`src/rtl/tpr_ram.sv`:
```
// Generic simple dual-port RAM with registered read.
module tpr_ram #(
  parameter  int WIDTH = 8,
  parameter  int DEPTH = 16,
  localparam int AW    = $clog2(DEPTH)
) (
  input  logic             clk,
  input  logic             we,
  input  logic [AW-1:0]    waddr,
  input  logic [WIDTH-1:0] wdata,
  input  logic             re,
  input  logic [AW-1:0]    raddr,
  output logic [WIDTH-1:0] rdata
);

  logic [WIDTH-1:0] mem [DEPTH];
  logic [WIDTH-1:0] rdata_r;

  always_ff @(posedge clk) begin
    if (we) begin
      mem[waddr] <= wdata;
    end
    if (re) begin
      rdata_r <= mem[raddr];
    end
  end

  assign rdata = rdata_r;

endmodule

```
`config.mk`:
```
export PLATFORM = sky130hd
export DESIGN_NAME = tpr_ram
export DESIGN_NICKNAME = d
export VERILOG_FILES = /design/src/rtl/tpr_ram.sv
export SDC_FILE = /design/constraint.sdc
export NUM_CORES = 1
export LEC_CHECK = 0
export ABC_AREA = 1
export BUFFER_PORTS_ARGS = -buffer_cell sky130_fd_sc_hd__buf_2
export CORE_MARGIN = 2
export CORE_UTILIZATION = 51
export CTS_CLUSTER_DIAMETER = 80
export DETAILED_ROUTE_END_ITERATION = 12
export GPL_TIMING_DRIVEN = 0
export PLACE_DENSITY = 0.65
export SYNTH_ARGS = -nofsm -noshare
export SYNTH_HDL_FRONTEND = slang
export SYNTH_SLANG_ARGS = --single-unit
```
`constraint.sdc`:
```
create_clock -name clk -period 1.16 [get_ports clk]
set_input_delay 0.116 -clock clk [delete_from_list [all_inputs] [get_ports clk]]
set_output_delay 0.116 -clock clk [all_outputs]
set_load 0.01 [all_outputs]
```
==> results.txt <==
* Outcome: finished clean
- On the final layout, the worst clock skew is ~0.0096 ns.
* Most common cell after layout, fill and taps aside: nand2_1
- Cell Area, Synth: slightly below 6000 µm²
- Row cnt: 39
- Largest family of logic cells by synthesized area: simple AND/OR/NAND/NOR gates
* Total count of max-transition violations in the final report: 0
* Pin count of the biggest net entering global routing: 17
- The first global-routing pass estimated 20640 µm of wire.
* Starting utilization of the core area: between 50% and 60%
* Clk sinks: about 140
- Count of routing violations after the opening detailed-route iteration: just under 400
- The worst register-to-register path begins at mem[9][4].
- Critical R2R Capture: rdata[4]
- The average instance in the mapped netlist occupies between 10 and 15 µm².
- The worst hold path begins at re.
- Worst Setup Slack post-DPL: -0.4252 ns
* Multi-input gate area in the final layout: approximately 1300 µm²
- Adder-cell share of the synthesized area: 0%
* Final period utilization: between 90% and 100%
* DR WL/cell: 17.99 µm
- The portion of synthesized area spent on multiplexers is 0%.
- Hold-fix buffers, CTS: 0
* Number of iterations in the first detailed-routing pass: 7
* Slack of the worst reg-to-reg path: about 0.050 ns
- Cell chosen for the clock root: clkbuf_16
* Element type at the critical path start: primary input
* WHS Path Cells: 1
- The region available for standard cell placement spans ~11000 µm².
- Antenna violations before repair: 0
* H-Tree Level Count: 4
- The count of final hold-check violations was 0.
- Critical path startpoint: waddr[3]
- The number of antenna diodes in the final layout is 0.
- Across the whole layout, storage elements account for approximately 4100 µm².
- WS Path Type: in2reg
* I/O pin count: 27
- The via count of the first global-routing pass was between 3k and 4k.
- Count of unresolved DRC violations after routing: 0
- The share of the Yosys chip area taken by registers is between 60 and 70%.
* Register bit count reported by yosys: approximately 140
* Critical path data arrival time: 1.18 ns
* Clock period minus final worst setup slack: between 1 and 1.5 ns
- Maximum resistive drop on vdd: between 1 and 1.5 mV
- Number of endpoints failing setup at the final stage: 0
- The number of different library cells used by synthesis comes to 11.
- For the pin with the worst max-slew slack, the measured transition is between 0.9 and 1 ns.
- The area growth from synthesis to layout is 16.91%.
- Synth Warn #: 0
- Clock tree from TritonCTS: done
- Across every metal layer, demand over resource in global routing totals 22.94%.
* Worst hold-check path type: in2reg
- Basic-gate share of the synthesized area counting and, or, nand and nor cells: roughly a fifth
- Required time of the critical path: around 1.2 ns
- Post-synthesis compound-gate area fraction: 0%
* Insertion delay of the later-clocked pin in the worst-skew pair: roughly 0.42 ns
- In this run the vertical extent of the chip is around 110 µm.
- Routability-driven placement finished with a final weighted congestion of between 0.8 and 0.9.
- Clock-pin slew was measured on the worst setup and hold paths at about 0.060 ns.
- Summed negative setup slack over all endpoints: 0 ns
* Cell depth of the worst flop-to-flop path: 6
- Synthesis produced a netlist whose cell count is approximately 550.
- Mean number of vias per cell: 5.203
* HPWL Detailed: roughly 9000 µm
- WL final: between 10000 and 15000 µm
- DIE WIDTH: between 100 and 150 µm
- The die covers around 12000 µm².
- Remaining global-route overflow: 0
- Based on the critical path, the design can be clocked at up to between 800 and 900 MHz.
- STA classifies the critical path endpoint as a register.
- Along the worst path, the maximum fanout reaches 8.
* Fraction of synthesized cell area in xor and xnor cells: 0%
* Clock Tree Buf Depth: 2
* Worst-case headroom to the max-slew limit: between 30% and 40%
* Static Leak: slightly below 0.003 µW
* Ratio of cells with drive above 1 in the final layout: 15.70%
* Setup WS post-layout: 0.02032 ns
- Number of nets in the finished design: just over 600
* Max capacitance violation total: 0
- Power density relative to cell area: around 1700 nW/µm²
- Input and output buffers added on the ports amount to 23.
- Top library cells by usage in the layout, fill and taps aside: nand2_1, edfxtp_1, inv_1, nand3_1, buf_2
* Inserted Clock Buffers: 17
- Across all layers, the routed design uses about 3.9k vias.
- Setup repair after global routing missed its margin: yes
* Post-Syn Nets: 570
* Post-route antenna net violation count: 0
- The path with the worst hold slack has its endpoint at rdata[2].
- Counting the fill cells in the layout gives 960.
## timing repair
action                                  CTS  global route
gates resized for setup                   0            18
endpoints found under the setup margin    0            32
buffers inserted                          0             0
## through the flow
stage / instance area (µm²) / hold WS, ns / std cells / util (%) / total power, µW
6_report: 6835 / 0.06098 / 748 / 60.38 / 11830
5_1_grt: 6835 / 0.05459 / 748 / 60.38 / 12160
4_1_cts: 6750 / 0.05405 / 748 / 59.63 / 11840
3_5_place_dp: 6141 / 0.4884 / 717 / 54.24 / 6372
3_3_place_gp: 6141 / 0.4792 / 717 / 54.24 / 6353
2_1_floorplan: 5847 / 0.2149 / 551 / - / 6064
## power breakdown
group	leakage [µW]	internal, µW	switching (µW)	total (µW)
Clock	0.000293	3570	1960	5530
Combinational	0.00142	216	520	736
Sequential	0.00124	5540	25.4	5560
## area by class of cell
cell class,instances,area share [%]
Sequential cell,136,59.75
Tap cell,143,2.618
Clock inverter,13,2.636
Multi-Input combinational cell,289,19.00
Buffer,24,2.435
Inverter,102,5.601
Timing Repair Buffer,23,1.684
Clock buffer,18,6.279
## logic make-up after synthesis
family | after synthesis
buffers and inverters | 126
flip-flops | 136
AND/OR/NAND/NOR | 289
## worst max-delay path: stages
cell	delay [ns]
buf_2	0.11
nand3b_1	0.21
nor2_1	0.73
## per-layer routing
layer  part of all wire, %  vias to the layer above  global-route usage [%]
met3                   7.7                       16                   6.616
met2                    47                      157                   35.46
met1                    44                     1850                   31.88
met5                     0                        -                       0
met4                   1.8                        0                   7.160
li1                      -                     1869                       -
## flip-flops by register name, summed over array words and instances (netlist names)
register / flops
mem: 128
rdata: 8
## how the worst max path moves through the flow
stage,endpoint,cells past startpoint,slack [ns]
floorplan,mem[4][0],2,0.09
global route,rdata[2],6,-0.04
global placement,mem[9][1],3,-0.40
CTS,rdata[5],6,0.009
detailed placement,mem[4][3],3,-0.43
finish,mem[4][3],3,0.02
## synthesized netlist by cell type
library cell / instances / area share, %
nand2_1: 173 / 11
edfxtp_1: 136 / 70
inv_1: 100 / 6.4
nand3_1: 97 / 8.3
nor2_1: 17 / 1.1
buf_2: 13 / 1.1
buf_6: 6 / 1.2
buf_4: 4 / 0.51
inv_2: 2 / 0.13
nand3b_1: 2 / 0.26
buf_1: 1 / 0.064
Note: power is estimated with default switching activity, not from simulation.
