$ cat src/rtl/tpr_pkg.sv
// Shared types, constants and helper functions of the ternary tile pixel renderer.
package tpr_pkg;

  // Screen geometry.
  localparam int GRID_COLUMNS = 32;
  localparam int GRID_ROWS    = 32;
  localparam int TRIT_PIXELS  = 1;
  localparam int GRID_CELLS   = GRID_COLUMNS * GRID_ROWS;

  // Tile and digit geometry.
  localparam int TILE_COUNT   = 729;
  localparam int TILE_ROWS    = 9;
  localparam int TILE_TRITS   = 9;
  localparam int DIGIT_BASE   = 27;
  localparam int DIGIT_MAX    = 13;
  localparam int PAL_TRITS    = 3;
  localparam int PAT_MID_STEP = DIGIT_BASE * TILE_ROWS;

  // Store depths and address widths.
  localparam int PAT_DEPTH  = TILE_COUNT * TILE_ROWS;
  localparam int GRID_DEPTH = 1024;
  localparam int PAL_DEPTH  = 81;
  localparam int PAT_AW     = $clog2(PAT_DEPTH);
  localparam int GRID_AW    = $clog2(GRID_DEPTH);
  localparam int PAL_AW     = $clog2(PAL_DEPTH);

  // Field widths.
  localparam int CMD_W       = 2;
  localparam int TILE_W      = 10;
  localparam int PROW_W      = 4;
  localparam int ROW_W       = 18;
  localparam int DIGIT_W     = 5;
  localparam int CELL_DATA_W = 3 * DIGIT_W;
  localparam int CHAN_W      = 8;
  localparam int COLOR_W     = 3 * CHAN_W;
  localparam int XY_W        = 9;
  localparam int TRIT_IDX_W  = 4;

  // Pattern row with every trit at zero (code 1 in each pair).
  localparam logic [ROW_W-1:0] ROW_ALL_ZERO = 18'h15555;

  // Pixel to grid cell: divide by the tile width through a reciprocal.
  localparam int TILE_PX    = TILE_TRITS * TRIT_PIXELS;
  localparam int GX_W       = $clog2((2 ** XY_W - 1) / TILE_PX + 1);
  localparam int COL_W      = $clog2(GRID_COLUMNS + 1);
  localparam int CELL_W_RAW = GX_W + COL_W + 1;
  localparam int CELL_W     = (CELL_W_RAW > GRID_AW) ? CELL_W_RAW : GRID_AW;
  localparam int PX_W       = $clog2(TILE_PX);
  localparam int RECIP_SH   = 16;
  localparam int RECIP      = (2 ** RECIP_SH + TILE_PX - 1) / TILE_PX;
  localparam int DIV_W      = XY_W + RECIP_SH + 1;

  // Offset within a tile to trit index: divide by the trit width.
  localparam int RECIP2_SH  = PX_W + 3;
  localparam int RECIP2     = (2 ** RECIP2_SH + TRIT_PIXELS - 1) / TRIT_PIXELS;
  localparam int DIV2_W     = PX_W + RECIP2_SH + 1;

  typedef enum logic [CMD_W-1:0] {
    CMD_PAT_WR  = 2'd0,
    CMD_GRID_WR = 2'd1,
    CMD_PAL_WR  = 2'd2,
    CMD_FETCH   = 2'd3
  } cmd_t;

  // Trit code read as zero.
  localparam logic [1:0] TRIT_CODE_BAD  = 2'd3;
  localparam logic [1:0] TRIT_CODE_ZERO = 2'd1;

  // Word handed from the address front end to the store stages.
  typedef struct packed {
    cmd_t                  cmd;
    logic                  blank;
    logic [GRID_AW-1:0]    cell_addr;
    logic [PX_W-1:0]       rem_x;
    logic [PX_W-1:0]       rem_y;
    logic                  pat_wen;
    logic [PAT_AW-1:0]     pat_waddr;
    logic [ROW_W-1:0]      row_trits;
    logic                  grid_wen;
    logic [GRID_AW-1:0]    grid_waddr;
    logic [CELL_DATA_W-1:0] grid_wdata;
    logic                  pal_wen;
    logic [PAL_AW-1:0]     pal_waddr;
    logic [COLOR_W-1:0]    pal_wdata;
  } item_t;

  // 27-step intensity ramp, padded to a power of two.
  localparam logic [CHAN_W-1:0] RAMP_LUT [32] = '{
    8'd0,   8'd10,  8'd20,  8'd29,  8'd39,  8'd49,  8'd59,  8'd69,
    8'd78,  8'd88,  8'd98,  8'd108, 8'd118, 8'd128, 8'd137, 8'd147,
    8'd157, 8'd167, 8'd177, 8'd186, 8'd196, 8'd206, 8'd216, 8'd226,
    8'd235, 8'd245, 8'd255, 8'd255, 8'd255, 8'd255, 8'd255, 8'd255
  };

  localparam logic signed [DIGIT_W:0] DMAX_S = (DIGIT_W + 1)'(DIGIT_MAX);

  // Saturate a signed digit to -13..13 and return it offset to 0..26.
  function automatic logic [DIGIT_W-1:0] dig_idx(input logic [DIGIT_W-1:0] d);
    logic signed [DIGIT_W:0] w;
    w = signed'({d[DIGIT_W-1], d});
    if (w < -DMAX_S) begin
      return '0;
    end else if (w > DMAX_S) begin
      return DIGIT_W'(2 * DIGIT_MAX);
    end else begin
      return DIGIT_W'(w + DMAX_S);
    end
  endfunction

  function automatic logic [CHAN_W-1:0] ramp_of(input logic [DIGIT_W-1:0] d);
    return RAMP_LUT[dig_idx(d)];
  endfunction

endpackage

$ cat src/rtl/tpr_front.sv
// Front end: input register, pixel to cell division and write decode.
module tpr_front (
  input  logic                          clk,
  input  logic                          rst_n,
  input  logic                          adv,
  input  logic                          take,
  input  logic [tpr_pkg::CMD_W-1:0]     in_cmd,
  input  logic [tpr_pkg::TILE_W-1:0]    in_tile_number,
  input  logic [tpr_pkg::PROW_W-1:0]    in_pattern_row,
  input  logic [tpr_pkg::ROW_W-1:0]     in_row_trits,
  input  logic [tpr_pkg::GRID_AW-1:0]   in_cell_index,
  input  logic [tpr_pkg::PAL_AW-1:0]    in_palette_slot,
  input  logic [tpr_pkg::DIGIT_W-1:0]   in_digit_high,
  input  logic [tpr_pkg::DIGIT_W-1:0]   in_digit_mid,
  input  logic [tpr_pkg::DIGIT_W-1:0]   in_digit_low,
  input  logic [tpr_pkg::XY_W-1:0]      in_pixel_x,
  input  logic [tpr_pkg::XY_W-1:0]      in_pixel_y,
  output logic                          s3_valid,
  output tpr_pkg::item_t                s3_item
);

  // Stage 1: captured word.
  logic                           s1_valid_r;
  tpr_pkg::cmd_t                  s1_cmd_r;
  logic [tpr_pkg::TILE_W-1:0]     s1_tile_r;
  logic [tpr_pkg::PROW_W-1:0]     s1_prow_r;
  logic [tpr_pkg::ROW_W-1:0]      s1_trits_r;
  logic [tpr_pkg::GRID_AW-1:0]    s1_cell_r;
  logic [tpr_pkg::PAL_AW-1:0]     s1_slot_r;
  logic [tpr_pkg::DIGIT_W-1:0]    s1_dh_r;
  logic [tpr_pkg::DIGIT_W-1:0]    s1_dm_r;
  logic [tpr_pkg::DIGIT_W-1:0]    s1_dl_r;
  logic [tpr_pkg::XY_W-1:0]       s1_x_r;
  logic [tpr_pkg::XY_W-1:0]       s1_y_r;

  // Stage 2: decoded writes and grid coordinates.
  logic                           s2_valid_r;
  tpr_pkg::item_t                 s2_item_r;
  tpr_pkg::item_t                 s2_item_nxt;
  logic [tpr_pkg::GX_W-1:0]       s2_gx_r;
  logic [tpr_pkg::GX_W-1:0]       s2_gy_r;
  logic [tpr_pkg::GX_W-1:0]       s2_gx_nxt;
  logic [tpr_pkg::GX_W-1:0]       s2_gy_nxt;
  logic [tpr_pkg::XY_W-1:0]       s2_x_r;
  logic [tpr_pkg::XY_W-1:0]       s2_y_r;

  // Stage 3: cell address and offsets within the tile.
  logic                           s3_valid_r;
  tpr_pkg::item_t                 s3_item_r;
  tpr_pkg::item_t                 s3_item_nxt;

  logic [tpr_pkg::DIV_W-1:0]      prod_x;
  logic [tpr_pkg::DIV_W-1:0]      prod_y;
  logic [tpr_pkg::CELL_W-1:0]     cell_full;

  always_ff @(posedge clk) begin
    if (!rst_n) begin
      s1_valid_r <= 1'b0;
      s2_valid_r <= 1'b0;
      s3_valid_r <= 1'b0;
    end else if (adv) begin
      s1_valid_r <= take;
      s2_valid_r <= s1_valid_r;
      s3_valid_r <= s2_valid_r;
    end
  end

  always_ff @(posedge clk) begin
    if (adv) begin
      s1_cmd_r   <= tpr_pkg::cmd_t'(in_cmd);
      s1_tile_r  <= in_tile_number;
      s1_prow_r  <= in_pattern_row;
      s1_trits_r <= in_row_trits;
      s1_cell_r  <= in_cell_index;
      s1_slot_r  <= in_palette_slot;
      s1_dh_r    <= in_digit_high;
      s1_dm_r    <= in_digit_mid;
      s1_dl_r    <= in_digit_low;
      s1_x_r     <= in_pixel_x;
      s1_y_r     <= in_pixel_y;
      s2_item_r  <= s2_item_nxt;
      s2_gx_r    <= s2_gx_nxt;
      s2_gy_r    <= s2_gy_nxt;
      s2_x_r     <= s1_x_r;
      s2_y_r     <= s1_y_r;
      s3_item_r  <= s3_item_nxt;
    end
  end

  // Divide the pixel position by the tile width: multiply by the
  // reciprocal, exact over the whole 9-bit range.
  assign prod_x    = tpr_pkg::DIV_W'(s1_x_r) * tpr_pkg::DIV_W'(tpr_pkg::RECIP);
  assign prod_y    = tpr_pkg::DIV_W'(s1_y_r) * tpr_pkg::DIV_W'(tpr_pkg::RECIP);
  assign s2_gx_nxt = prod_x[tpr_pkg::RECIP_SH +: tpr_pkg::GX_W];
  assign s2_gy_nxt = prod_y[tpr_pkg::RECIP_SH +: tpr_pkg::GX_W];

  always_comb begin
    s2_item_nxt            = '0;
    s2_item_nxt.cmd        = s1_cmd_r;
    s2_item_nxt.pat_wen    = (s1_cmd_r == tpr_pkg::CMD_PAT_WR) &&
                             (32'(s1_tile_r) < tpr_pkg::TILE_COUNT) &&
                             (32'(s1_prow_r) < tpr_pkg::TILE_ROWS);
    s2_item_nxt.pat_waddr  = tpr_pkg::PAT_AW'(s1_tile_r * tpr_pkg::TILE_ROWS) +
                             tpr_pkg::PAT_AW'(s1_prow_r);
    s2_item_nxt.row_trits  = s1_trits_r;
    // cell_index never reaches the store depth, only the screen size bounds it
    s2_item_nxt.grid_wen   = (s1_cmd_r == tpr_pkg::CMD_GRID_WR) &&
                             (32'(s1_cell_r) < tpr_pkg::GRID_CELLS);
    s2_item_nxt.grid_waddr = s1_cell_r;
    s2_item_nxt.grid_wdata = {s1_dh_r, s1_dm_r, s1_dl_r};
    s2_item_nxt.pal_wen    = (s1_cmd_r == tpr_pkg::CMD_PAL_WR) &&
                             (32'(s1_slot_r) < tpr_pkg::PAL_DEPTH);
    s2_item_nxt.pal_waddr  = s1_slot_r;
    s2_item_nxt.pal_wdata  = {tpr_pkg::ramp_of(s1_dh_r), tpr_pkg::ramp_of(s1_dm_r),
                              tpr_pkg::ramp_of(s1_dl_r)};
  end

  assign cell_full = tpr_pkg::CELL_W'(s2_gy_r * tpr_pkg::GRID_COLUMNS) +
                     tpr_pkg::CELL_W'(s2_gx_r);

  always_comb begin
    s3_item_nxt           = s2_item_r;
    s3_item_nxt.cell_addr = cell_full[tpr_pkg::GRID_AW-1:0];
    s3_item_nxt.blank     = !((32'(s2_gx_r) < tpr_pkg::GRID_COLUMNS) &&
                              (32'(s2_gy_r) < tpr_pkg::GRID_ROWS) &&
                              (32'(cell_full) < tpr_pkg::GRID_DEPTH));
    s3_item_nxt.rem_x     = tpr_pkg::PX_W'(s2_x_r -
                            tpr_pkg::XY_W'(s2_gx_r * tpr_pkg::TILE_PX));
    s3_item_nxt.rem_y     = tpr_pkg::PX_W'(s2_y_r -
                            tpr_pkg::XY_W'(s2_gy_r * tpr_pkg::TILE_PX));
  end

  assign s3_valid = s3_valid_r;
  assign s3_item  = s3_item_r;

endmodule

$ cat config.mk
export PLATFORM = sky130hd
export DESIGN_NAME = tpr_front
export DESIGN_NICKNAME = d
export VERILOG_FILES = /design/src/rtl/tpr_pkg.sv /design/src/rtl/tpr_front.sv
export SDC_FILE = /design/constraint.sdc
export NUM_CORES = 1
export LEC_CHECK = 0
export BUFFER_PORTS_ARGS = -buffer_cell sky130_fd_sc_hd__clkbuf_2
export CORE_ASPECT_RATIO = 1.25
export CORE_UTILIZATION = 45
export CTS_CLUSTER_DIAMETER = 150
export DETAILED_ROUTE_END_ITERATION = 10
export GPL_TIMING_DRIVEN = 0
export MAX_ROUTING_LAYER = met4
export PLACE_DENSITY_LB_ADDON = 0.08
export SYNTH_ARGS = -nofsm -noshare
export SYNTH_HDL_FRONTEND = slang
export SYNTH_SLANG_ARGS = --single-unit
export TNS_END_PERCENT = 10
$ cat constraint.sdc
create_clock -name clk -period 5.2 [get_ports clk]
set_clock_uncertainty 0.15 [all_clocks]
set_input_delay 0.52 -clock clk [delete_from_list [all_inputs] [get_ports clk]]
set_output_delay 0.52 -clock clk [all_outputs]
set_load 0.01 [all_outputs]
==> results by group <==
Status
  – Outcome: finished clean

Floorplan
  – Initial Utilization: 0.458
  – Die W: 168 um
  – FP Rows: 75
  – I/O pin cnt: 200
  – Total core area: 0.0337 mm2
  – Die area: 0.0350 mm2
  – Chip height: 209 um

STA
  – Slew Viols, Final: 0
  – Final setup viols: 0
  – RSZ-0062 raised after global routing: no
  – Slew HR: 0.384
  – Worst Tran Pin Value: 0.919 ns
  – Final min period: 4.70 ns
  – Final hold violation count: 0
  – Fin crit share: 0.905
  – Fmax: 213 MHz

Setup path
  – CP max stage cell: fa_1
  – Critical path cell sequence: fa_1 -> ha_1 -> inv_1 -> fa_1 -> fa_1 -> inv_1 -> ha_1 -> a2111oi_0 -> o21ai_0 -> o21ai_1 -> a21boi_0 -> o21ai_1 -> a31oi_1
  – Critical path class: flop to flop
  – CP Launch Point: s1_x_r[0]$_DFFE_PP_
  – WP buf/inv: 2
  – Crit start category: flop
  – Crit. End Element: flop
  – Worst Reg-to-Reg Cells: 13
  – Worst Path Max Fanout: 6
  – CP top delay family: adder cells
  – Worst path most repeated cell: fa_1
  – R2R Path Start: s1_x_r[0]$_DFFE_PP_
  – Worst EP required: 5.32 ns
  – Max incr delay on CP: 0.57 ns
  – CP Depth: 13
  – CP arrival: 4.82 ns

Placement
  – Placed cell area: 0.0170 mm2
  – IO buf count: 199
  – Hpwl dp: 20100 um
  – RePlAce Congestion: 0.828

Route
  – Vias per Instance: 4.96
  – Final wirelength: 27600 um
  – Detail Route Antenna Nets: 0
  – Drt wl/cell: 15.3 um
  – Detailed-route via count: 8943
  – DRC viols: 0
  – Drt pass-1 iters: 4
  – DRT iter0 DRCs: 549

Logic synthesis
  – Avg Inst Size Synth: 14.8 um2
  – Register area share after synthesis: 0.602
  – Post-Syn Instances: 1044
  – Post-Syn Nets: 1345
  – Post-synth ARST share: 0
  – Synth Warn #: 0
  – Post-synthesis cell area: 0.0154 mm2
  – Post-synth EDFFs: 307
  – Post-synth top flop: edfxtp_1
  – Unique cell type count in the Yosys netlist: 79
  – Yosys reg bits: 310

Cells and area
  – Layout cell share with drive strength beyond 1: 0.211
  – P&R area growth vs syn: 22.5%
  – Filler Cells Inserted: 2776
  – Final Util: 0.560
  – Post-route cell area: 0.0189 mm2
  – Nets: 1653

Global routing
  – Congestion Overflow GR: 0
  – Met2 Use GR: 0.283
  – Largest net degree at the start of global routing: 90
  – Busiest grt layer: met2
  – Met1 Track Usage GR: 0.195
  – Global Route Usage Sum: 0.167
  – First-pass GRT wire length: 45000 um
  – Vias in the first global route: 9175
  – Initial antenna violation count: 4
  – Global routing usage on met3: 0.0337

CTS
  – Clk Latency, worst-skew pair: 0.53 ns
  – H-Tree Depth: 2
  – Post-CTS sizing: 0
  – TritonCTS Buffers: 35
  – CTS max path bufs: 3
  – CTS tree: yes
  – Clock Pin Slew Worst Setup and Hold Paths: 0.06 ns
  – Root buffer cell: clkbuf_16
  – Clock sink count: 310

Power and ir drop
  – Overall Power: 8010 uW
  – Peak supply drop: 0.273 mV
  – Leakage power: 0.00802 uW
  – Power Density: 424 mW/mm2

Hold path
  – Hold WC Path Type: input port to flop
  – Hold_sp: in_palette_slot[1]
  – Min-Delay Path Depth: 1

Job
  – Max cap viols: 0
[kinds of logic after synthesis]
kind of cell / after synthesis / share of synthesized area
AO/OA/AOI/OAI: 182 / 0.0809
multiplexers: 18 / 0.0119
flip-flops: 310 / 0.602
XOR/XNOR: 45 / 0.0256
AND/OR/NAND/NOR: 136 / 0.0451
buffers and inverters: 140 / 0.0368
adder cells (fa/ha/maj): 213 / 0.198
[power by group]
group	internal [uW]	total, uW	leakage, uW	switching [uW]
registers	3210	3370	0.00303	160
clock network	1460	2440	0.000558	976
logic	988	2200	0.00443	1210
[stage by stage]
| step | TNS (ns) | instances | worst slack (ns) | hold slack [ns] |
|---|---|---|---|---|
| 2_1_floorplan | 0 | 1044 | 1.02 | 0.250 |
| 3_3_place_gp | -449.34 | 1666 | -1.58 | 0.250 |
| 3_5_place_dp | 0 | 1669 | 0.527 | 0.255 |
| 4_1_cts | 0 | 1799 | 0.483 | 0.0000263 |
| 5_1_grt | 0 | 1804 | 0.121 | 0.00324 |
| 6_report | 0 | 1804 | 0.496 | 0.0291 |
[area by class of cell]
| cell class | count | area, um2 | area share |
|---|---|---|---|
| sequential | 310 | 9280 | 0.492 |
| multi-input combinational | 594 | 5570 | 0.295 |
| timing repair buffer | 271 | 1780 | 0.0942 |
| clock buffer | 43 | 906 | 0.0480 |
| tap | 423 | 529 | 0.0280 |
| inverter | 127 | 477 | 0.0253 |
| clock inverter | 19 | 239 | 0.0127 |
| buffer | 13 | 90.1 | 0.00477 |
| antenna | 4 | 10.0 | 0.000530 |
[path summary, 6_finish.rpt]
path,endpoint,slack (ns)
worst max-delay path,s2_gx_r[2]$_DFFE_PP_,0.50
worst min register to register,s3_item[80]$_DFFE_PP_,0.26
worst max register to register,s2_gx_r[2]$_DFFE_PP_,0.50
worst min-delay path,s1_slot_r[1]$_DFFE_PP_,0.03
[repair_timing]
action / in CTS / in global routing
buffers inserted: 0 / 0
hold buffers: 68 / 1
hold endpoints to repair: 68 / 1
[worst register-to-register path, cell delays in order (launching register included)]
cell and delay [ns]:
edfxtp_1 0.51, fa_1 0.51, ha_1 0.35, inv_1 0.07, fa_1 0.46, fa_1 0.57
inv_1 0.05, ha_1 0.31, a2111oi_0 0.42, o21ai_0 0.15, o21ai_1 0.34, a21boi_0 0.23
o21ai_1 0.22, a31oi_1 0.10
[cells in the final DEF, fill, tap and decap left out, drive strengths merged, types with 9 or more instances in the layout]
cell,netlist,final
edfxtp,307,307
clkbuf,0,242
ha,162,162
inv,127,130
dlygate4sd3,0,69
o21ai,54,54
fa,51,51
nand2,48,48
a21oi,40,40
nor2,33,33
xnor2,29,29
xor2,16,16
buf,13,16
a21o,15,15
mux2i,15,15
nand3,14,14
clkinv,0,11
o211ai,10,10
a211oi,10,10
nor3,9,9
[registers in the layout, indices dropped and copies added, names as in the netlist, 2 cells and up]
signal	count
s1_x_r	9
s3_item	111
s2_gx_r	6
s1_cell_r	10
s1_tile_r	10
s1_slot_r	7
s2_gy_r	6
s1_prow_r	4
s1_dm_r	5
s1_cmd_r	2
s1_y_r	9
s1_trits_r	18
s2_y_r	4
s2_item_r	92
s1_dl_r	5
s2_x_r	4
s1_dh_r	5
[cells in the mapped netlist, drive strengths merged, types with 3 or more instances]
cell type  instances  area share
o21a               5      0.0024
nand4              4      0.0016
nor3               9      0.0029
mux2               3      0.0022
o21ai             54       0.018
o211ai            10      0.0049
dfxtp              3      0.0039
a21boi             3      0.0015
o221ai             7      0.0044
ha               162        0.13
a221oi             3      0.0032
a211oi            10      0.0052
xor2              16      0.0091
fa                51       0.066
nand3             14      0.0049
a2111oi            7      0.0057
nor2              33      0.0084
edfxtp           307        0.60
a31oi              6      0.0024
xnor2             29       0.016
nor2b              5      0.0020
inv              127       0.031
a21oi             40       0.014
mux2i             15      0.0097
nand2             48       0.012
a21o              15      0.0073
and4bb             3      0.0027
buf               13      0.0058
or2                5      0.0022
[routing by layer]
| metal | vias up | wire (um) | share of wire |
|---|---|---|---|
| li1 | 4455 | - | - |
| met2 | 203 | 13700 | 0.50 |
| met3 | 56 | 1230 | 0.045 |
| met4 | 0 | 884 | 0.032 |
| met1 | 4229 | 11800 | 0.43 |
| met5 | - | 0 | 0 |
Power figures use the tool's default switching activity.
